--- config.mk ---
export PLATFORM = sky130hd
export DESIGN_NAME = stable_priority_queue_core
export DESIGN_NICKNAME = d
export VERILOG_FILES = /design/src/rtl/spq_pkg.sv /design/src/rtl/spq_cell.sv /design/src/rtl/stable_priority_queue_core.sv
export SDC_FILE = /design/constraint.sdc
export NUM_CORES = 2
export LEC_CHECK = 0
export CAP_MARGIN = 10
export CORE_AREA = 2 2 524 526
export DETAILED_ROUTE_END_ITERATION = 10
export DIE_AREA = 0 0 526 528
export DONT_BUFFER_PORTS = 1
export PLACE_DENSITY = 0.52
export SYNTH_ARGS = -nofsm -noshare
export SYNTH_HDL_FRONTEND = slang
export SYNTH_SLANG_ARGS = --single-unit
--- constraint.sdc ---
create_clock -name clk -period 4.9 [get_ports clk]
set_input_delay 0.245 -clock clk [delete_from_list [all_inputs] [get_ports clk]]
set_output_delay 0.245 -clock clk [all_outputs]
set_load 0.005 [all_outputs]
--- src/rtl/spq_pkg.sv ---
// Shared types and codes for the stable priority queue.
package spq_pkg;

  localparam int unsigned OCC_W = 7;

  typedef enum logic [1:0] {
    OP_INSERT = 2'd0,
    OP_POP    = 2'd1,
    OP_CLEAR  = 2'd2
  } spq_op_t;

  typedef enum logic [1:0] {
    ST_OK    = 2'd0,
    ST_EMPTY = 2'd1,
    ST_FULL  = 2'd2
  } spq_status_t;

  // Command broadcast to every cell of the chain.
  typedef struct packed {
    logic ins;
    logic pop;
    logic clr;
  } spq_cmd_t;

endpackage

--- src/rtl/spq_cell.sv ---
// One slot of the sorted chain: holds an entry and trades it with its neighbors.
module spq_cell #(
  parameter int unsigned SEV_W = 8,
  parameter int unsigned ID_W  = 16
) (
  input  logic               clk,
  input  logic               rst_n,
  input  spq_pkg::spq_cmd_t  cmd,
  input  logic [SEV_W-1:0]   new_sev,
  input  logic [ID_W-1:0]    new_id,
  input  logic               prev_valid,
  input  logic               prev_keep,
  input  logic [SEV_W-1:0]   prev_sev,
  input  logic [ID_W-1:0]    prev_id,
  input  logic               next_valid,
  input  logic [SEV_W-1:0]   next_sev,
  input  logic [ID_W-1:0]    next_id,
  output logic               valid,
  output logic               keep,
  output logic [SEV_W-1:0]   sev,
  output logic [ID_W-1:0]    id
);

  logic             valid_r, valid_nxt;
  logic [SEV_W-1:0] sev_r, sev_nxt;
  logic [ID_W-1:0]  id_r, id_nxt;

  // An entry of equal or higher severity stays ahead of the new one.
  assign keep  = valid_r && (sev_r >= new_sev);
  assign valid = valid_r;
  assign sev   = sev_r;
  assign id    = id_r;

  always_comb begin
    valid_nxt = valid_r;
    sev_nxt   = sev_r;
    id_nxt    = id_r;
    if (cmd.clr) begin
      valid_nxt = 1'b0;
    end else if (cmd.ins) begin
      valid_nxt = valid_r | prev_valid;
      if (!keep) begin
        if (prev_keep) begin
          sev_nxt = new_sev;
          id_nxt  = new_id;
        end else begin
          sev_nxt = prev_sev;
          id_nxt  = prev_id;
        end
      end
    end else if (cmd.pop) begin
      valid_nxt = next_valid;
      sev_nxt   = next_sev;
      id_nxt    = next_id;
    end
  end

  always_ff @(posedge clk) begin
    if (!rst_n) begin
      valid_r <= 1'b0;
    end else begin
      valid_r <= valid_nxt;
    end
  end

  always_ff @(posedge clk) begin
    sev_r <= sev_nxt;
    id_r  <= id_nxt;
  end

endmodule

--- src/rtl/stable_priority_queue_core.sv ---
// Top level of the stable priority queue built as a chain of sorted cells.
// Busy stays low, so a command may be started in every cycle, and its
// result appears with out_valid high for exactly one cycle, the cycle
// after the command was taken. The receiver cannot stall the block, so it
// must take each result in that cycle. All cells compare their entry with
// the incoming severity at once and shift by one place toward or away from
// the head. Entries of equal severity leave in arrival order. No clearing
// pass is needed after reset.
module stable_priority_queue_core #(
  parameter int unsigned QUEUE_DEPTH   = 64,
  parameter int unsigned SEVERITY_BITS = 8,
  parameter int unsigned ID_BITS       = 16
) (
  input  logic                      clk,
  input  logic                      rst_n,
  input  logic                      start,
  output logic                      busy,
  input  logic [1:0]                in_opcode,
  input  logic [SEVERITY_BITS-1:0]  in_severity,
  input  logic [ID_BITS-1:0]        in_entry_id,
  output logic                      out_valid,
  output logic [1:0]                out_status,
  output logic [ID_BITS-1:0]        out_id,
  output logic [SEVERITY_BITS-1:0]  out_severity,
  output logic [spq_pkg::OCC_W-1:0] out_occupancy
);

  localparam int unsigned CNT_W = $clog2(QUEUE_DEPTH + 1);

  logic [QUEUE_DEPTH-1:0]   c_valid, c_keep;
  logic [SEVERITY_BITS-1:0] c_sev [QUEUE_DEPTH];
  logic [ID_BITS-1:0]       c_id  [QUEUE_DEPTH];

  spq_pkg::spq_cmd_t    cmd;
  spq_pkg::spq_status_t status_nxt;
  logic [CNT_W-1:0]     cnt_r, cnt_nxt;
  logic                 full, empty, take;
  logic                 out_valid_r;
  logic [1:0]           status_r;
  logic [ID_BITS-1:0]   id_r, id_nxt;
  logic [SEVERITY_BITS-1:0] sev_r, sev_nxt;
  logic [CNT_W+spq_pkg::OCC_W-1:0] occ_ext;

  assign busy  = 1'b0;
  assign take  = start && !busy;
  assign full  = (cnt_r == CNT_W'(QUEUE_DEPTH));
  assign empty = (cnt_r == '0);

  always_comb begin
    cmd        = '0;
    status_nxt = spq_pkg::ST_OK;
    cnt_nxt    = cnt_r;
    id_nxt     = '0;
    sev_nxt    = '0;
    if (take) begin
      unique case (in_opcode)
        spq_pkg::OP_INSERT: begin
          if (full) begin
            status_nxt = spq_pkg::ST_FULL;
          end else begin
            cmd.ins = 1'b1;
            cnt_nxt = cnt_r + CNT_W'(1);
          end
        end
        spq_pkg::OP_POP: begin
          if (empty) begin
            status_nxt = spq_pkg::ST_EMPTY;
          end else begin
            cmd.pop = 1'b1;
            cnt_nxt = cnt_r - CNT_W'(1);
            id_nxt  = c_id[0];
            sev_nxt = c_sev[0];
          end
        end
        spq_pkg::OP_CLEAR: begin
          cmd.clr = 1'b1;
          cnt_nxt = '0;
        end
        default: begin
        end
      endcase
    end
  end

  genvar g;
  generate
    for (g = 0; g < QUEUE_DEPTH; g++) begin : g_cell
      logic                     p_valid, p_keep, n_valid;
      logic [SEVERITY_BITS-1:0] p_sev, n_sev;
      logic [ID_BITS-1:0]       p_id, n_id;

      if (g == 0) begin : g_head
        // The head acts as if a kept entry stood in front of it.
        assign p_valid = 1'b1;
        assign p_keep  = 1'b1;
        assign p_sev   = '0;
        assign p_id    = '0;
      end else begin : g_body
        assign p_valid = c_valid[g-1];
        assign p_keep  = c_keep[g-1];
        assign p_sev   = c_sev[g-1];
        assign p_id    = c_id[g-1];
      end

      if (g == QUEUE_DEPTH - 1) begin : g_tail
        assign n_valid = 1'b0;
        assign n_sev   = '0;
        assign n_id    = '0;
      end else begin : g_inner
        assign n_valid = c_valid[g+1];
        assign n_sev   = c_sev[g+1];
        assign n_id    = c_id[g+1];
      end

      spq_cell #(
        .SEV_W (SEVERITY_BITS),
        .ID_W  (ID_BITS)
      ) u_cell (
        .clk        (clk),
        .rst_n      (rst_n),
        .cmd        (cmd),
        .new_sev    (in_severity),
        .new_id     (in_entry_id),
        .prev_valid (p_valid),
        .prev_keep  (p_keep),
        .prev_sev   (p_sev),
        .prev_id    (p_id),
        .next_valid (n_valid),
        .next_sev   (n_sev),
        .next_id    (n_id),
        .valid      (c_valid[g]),
        .keep       (c_keep[g]),
        .sev        (c_sev[g]),
        .id         (c_id[g])
      );
    end
  endgenerate

  always_ff @(posedge clk) begin
    if (!rst_n) begin
      cnt_r       <= '0;
      out_valid_r <= 1'b0;
    end else begin
      cnt_r       <= cnt_nxt;
      out_valid_r <= take;
    end
  end

  always_ff @(posedge clk) begin
    status_r <= status_nxt;
    id_r     <= id_nxt;
    sev_r    <= sev_nxt;
  end

  // The occupancy field wraps when the count is wider than the port.
  assign occ_ext       = {{spq_pkg::OCC_W{1'b0}}, cnt_r};
  assign out_valid     = out_valid_r;
  assign out_status    = status_r;
  assign out_id        = id_r;
  assign out_severity  = sev_r;
  assign out_occupancy = occ_ext[spq_pkg::OCC_W-1:0];

endmodule
# Word level (Yosys, flattened, before mapping)
# Cells that the tools add are included.
# classes
addsub	2
order_cmp	64
eq_ne	69
n_mux	650
bitwise	67
n_reduce_logical	135
# op_table
op	count
2-to-1 mux 16 bit	255
2-to-1 mux 8 bit	255
>= comparator 8 bit	64
AND reduction 3 bit	64
2-to-1 mux 1 bit	134
inequality test 2 bit, second input constant	66
logical AND 1 bit	64
OR 1 bit	63
case mux 7 bit (3 select lines)	1
2-to-1 mux 7 bit	2
adder 7 x 1 -> 7 bit, second input constant	1
equality test 7 bit, second input constant	1
zero test 7 bit	1
subtractor 7 x 1 -> 7 bit, second input constant	1
NOT 1 bit	4
case mux 2 bit (2 select lines)	1
AND reduction 4 bit	1
2-to-1 mux 3 bit	1
nonzero test 3 bit	1
OR reduction 3 bit	1
equality test 2 x 1 -> 1 bit, second input constant	1
equality test 2 bit, second input constant	1
zero test 2 bit	1
2-to-1 mux 2 bit	1
other kinds (2)	2
# word_totals
reg_bits	1634
in_bits	29
output_inout_bits	35
elab_cells	1184

# Longest topological paths before layout
# depth
depth_word	6
mapped_depth	9
depth_no_buf	7

# Hierarchy
# From an unflattened synthesis, not the netlist that was laid out.
# hier_totals
cells_unflattened	9097
area_unflattened_um2	96705.2
# by_module_without_submodules
mod	instances	cells_per_inst	area_per_inst_um2	seq_area_each_um2
spq_cell (g_cell[37].u_cell ...)	34	140	1491.4	740.7
spq_cell (g_cell[0].u_cell ...)	30	140	1486.4	740.7
stable_priority_queue_core	1	137	1403.8	680.7

# Worst setup path after synthesis
# Ideal clock, no wire load.
# synth_path
path_type	input-to-reg
from	in in_severity[6]
to	reg g_cell[16].u_cell.id_r[0], enable pin
setup_ps	381
t_arrival_ps	3773
t_required_ps	4519
setup_slack_ps	746
path_stages	9
path_buffers	2
cell_sequence	inv_1 -> ha_1 -> and3_1 -> a221o_1 -> a22oi_1 -> clkbuf_1 -> clkbuf_1 -> nand2_1 -> nand2_1
# synth_via
elab_chain_cells	4
# synth_lines
element	line	text
start, declared	stable_priority_queue_core.sv:19	input logic [SEVERITY_BITS-1:0] in_severity,
>= comparator 8 bit	spq_cell.sv:29	assign keep = valid_r && (sev_r >= new_sev);
logical AND 1 bit	spq_cell.sv:29	
inequality test 2 bit (no source line)	--	
AND reduction 3 bit (no source line)	--	
end signal, assigned	spq_cell.sv:68	id_r <= id_nxt;
end, declared	spq_cell.sv:26	logic [ID_W-1:0] id_r, id_nxt;
# Every way passes these cells.
# A chain may end at the register's enable or synchronous reset.

# Final worst setup path
# layout_path
from	reg cnt_r[0] (netlist: out_occupancy[0])
to	reg g_cell[40].u_cell.id_r[9], enable pin
# layout_via
elab_chain_cells	6
elab_cells_between_ends	10
cone_classes	2 x eq/ne; 5 x mux; 3 x reduce/logical
# layout_lines
element	line	text
start, declared	stable_priority_queue_core.sv:36	logic [CNT_W-1:0] cnt_r, cnt_nxt;
start signal, assigned	stable_priority_queue_core.sv:144	cnt_r <= cnt_nxt;
equality test 7 bit / zero test 7 bit (equally long branches)	stable_priority_queue_core.sv:46, stable_priority_queue_core.sv:47	
2-to-1 mux 1 bit, on equally long branches	stable_priority_queue_core.sv:58, stable_priority_queue_core.sv:66	
2-to-1 mux 1 bit	stable_priority_queue_core.sv:56	unique case (in_opcode)
2-to-1 mux 3 bit *	stable_priority_queue_core.sv:55	if (take) begin
inequality test 2 bit (no source line) / nonzero test 2 bit (equally long branches)	--	
AND reduction 3 bit (no source line) *	--	
end signal, assigned	spq_cell.sv:68	
end, declared	spq_cell.sv:26	
# Mark *: on every way between the ends. The rest lies on a longest branch, timed or not.

==> out/qor.yml <==
critical_path:
  end_kind: "flip-flop"
  startpoint_type: "flip-flop"
  crit_start: "out_occupancy[0]"
  critPathMaxFanout: 118
  required_ps: 5330
  crit_type: "reg -> reg"
  critPathArrivalTime_ps: 4070
  r2r_start: "out_occupancy[0]"
timing:
  finalSetupTns_ps: 0
  finalSetupViolCount: 0
  max_freq_mhz: 275
  tightest_slew_ps: 1170
  relSlewSlack: 0.217
  rsz0062_at_grt: "no"
  setup_slack_ps: 1270
  final_max_slew_viol_count: 0
  fin_skew_ps: 64.5
  hold_slack_ps: 59.0
  timing.final.crit_share: 0.741
  fin_crit_ps: 3630
  finalHoldViolCount: 0
synth:
  ys_warn_count: 0
  syn_inst: 8576
  avgSynthCellArea_um2: 10.4
  ys_async_sr_fraction: 0
  synth_top_flop_cell: "edfxtp_1"
  netlist_area_um2: 89400
  synth-seq-area-share: 0.538
  synth_top_cell_area_share: 0.516
  synth-seq-cells: 1634
  syn-num-nets: 9123
  yosys-top-cells-area: "edfxtp_1, o211ai_1, nand3_1"
  yosysTopAreaCell: "edfxtp_1"
  synth_cell_types: 53
  ys_top_cells_by_count: "nand2_1, edfxtp_1, nand3_1, o211ai_1, ha_1"
  post-synth-top-count-cell: "nand2_1"
  synth_edf_count: 1536
drt:
  wl_met2_mm: 131
  drt-vias-per-instance: 5.90
  met1Wirelength_mm: 129
  wl_per_cell_um: 23.9
  vias: 70326
  drcViolationCount: 0
  drt-total-wl_mm: 285
  dr.pass1.iters: 6
  top_layer: "met4"
  wl_met3_mm: 18.2
  antenna_left: 0
  drt_iter0_drc: 7707
grt:
  grt_pass1_vias: 70493
  grt_max_degree: 196
  grt_pass1_wl_mm: 440
  grtUsageTotal: 0.200
  grt-ovfl-total: 0
  antenna_found_initial: 3
cts:
  tritoncts: "built"
  cts_sinks: 1634
  clock_latency_ps: 890
  cts_max_level: 4
  cts_made_buffers: 186
  post_cts_resized: 0
  clk_path_buf_depth: 3
  clkTransAtPathRegs_ps: 60
  cts_setup_buffers: 0
  cts-root-buf: "clkbuf_16"
power:
  ir_drop_uv: 282
  power-per-cell-area_nw_per_um2: 349
  power.total_mw: 34.7
  power.leakage_nw: 35.1
placement:
  place.gp.congestion: 0.826
  hpwl_mm: 186
  dp.cells: 11560
  io_buffers: 0
  dpl_worst_slack_ps: 1230
  dpl-instance-area_um2: 93000
floorplanning:
  design.die.area_um2: 278000
  die_y_um: 528
  row_count: 192
  core_area_um2: 272000
  start_util: 0.328
  io_pins: 64
  fp.dieW_um: 526
layout:
  syn_to_final_growth_pct: 11.0
  finalNonFillerCells: 11915
  drive_gt1_frac: 0.0722
  final_util: 0.364
  final_nets: 8720
  final.fill_count: 27202
  final_cell_area_um2: 99200
job:
  maxCapViolations: 0
worst_hold_path:
  min_path_type: "in -> reg"
  holdCritStartpoint: "in_entry_id[3]"
outcome:
  status: "complete, no violations"
==> per-layer routing <==
layer / global-route usage / vias to the layer above
met2: 0.316 / 2426
met4: 0.0543 / 0
met5: 0 / -
met3: 0.0260 / 397
met1: 0.285 / 35368
li1: - / 32135
==> registers in the layout, indices dropped and copies added (netlist names) <==
| signal | count |
|---|---|
| out_id | 16 |
| out_valid | 1 |
| out_status | 2 |
| g_cell.u_cell.id | 1024 |
| out_severity | 8 |
| g_cell.u_cell.valid | 64 |
| out_occupancy | 7 |
| g_cell.u_cell.sev | 512 |
==> area by class of cell <==
type	instances	area [um2]	share of cell area
tap	3589	4490	0.0453
sequential	1634	48100	0.485
inverter	134	520	0.00525
timing repair buffer	250	2340	0.0236
clock inverter	102	1040	0.0105
multi-input combinational	5967	37700	0.380
antenna	2	5.00	0.0000504
clock buffer	237	4990	0.0503
==> cell usage in the layout, fill, tap and decap left out, drive strengths merged, types with 3 or more instances in the layout <==
cell         Yosys  routed
clkinvlp         0       7
a31oi            3       3
mux2i           24      24
a211oi           6       6
ha             517     517
a221o           62      62
a21o            70      70
buf            363     236
a21oi            9       9
a21boi           4       4
o2111a          62      62
a221oi          57      57
inv            134     138
clkinv           0      82
nor3b           66      66
bufinv           0       9
nand3         1488    1488
nand2         1659    1659
edfxtp        1536    1536
a22oi           66      66
dlygate4sd3      0      14
nor2b            6       6
clkbuf         478     237
nor2            72      72
and3            62      62
o211ai        1426    1426
and2            25      25
dfxtp           98      98
o221ai          62      62
o21ai          198     198
==> cells by family after synthesis <==
logic type                 after synthesis  synth area share
and+or+nand+nor                       3386             0.169
AOI/OAI and AO/OA                     2034             0.171
DFF                                   1634             0.538
buffers and inverters                  975            0.0456
adders and majority gates              518            0.0726
muxes                                   26           0.00294
xor gates and xnor gates                 2          0.000196
other                                    1         0.0000419
==> what timing repair did <==
action | CTS | global route
setup endpoints to repair | 0 | 0
endpoints found under the hold margin | 134 | 0
hold buffers | 14 | 0
==> worst max-delay path, cell delays in order, from the launching register on <==
cell and delay [ps]:
dfxtp_1 480, or4_4 250, nor3_4 80, a21boi_4 800, buf_12 470, nand2_1 100
nand2_1 860
==> where the power goes <==
part | total [mW] | leakage (nW) | internal, mW | switching [mW]
clock | 14.0 | 2.91 | 7.75 | 6.23
sequential | 17.0 | 15.0 | 16.4 | 0.651
combinational | 3.69 | 17.1 | 1.20 | 2.49
total | 34.7 | 35.1 | 25.3 | 9.37
==> worst paths after layout <==
kind                                   to  slack (ps)  cells past startpoint
setup / recovery  g_cell[40].u_cell.id[9]        1270                      6
hold reg to reg   g_cell[16].u_cell.valid         520                      2
hold / removal    g_cell[52].u_cell.id[3]          60                      2
setup reg to reg  g_cell[40].u_cell.id[9]        1270                      6
Note: power is estimated with default switching activity, not from simulation.
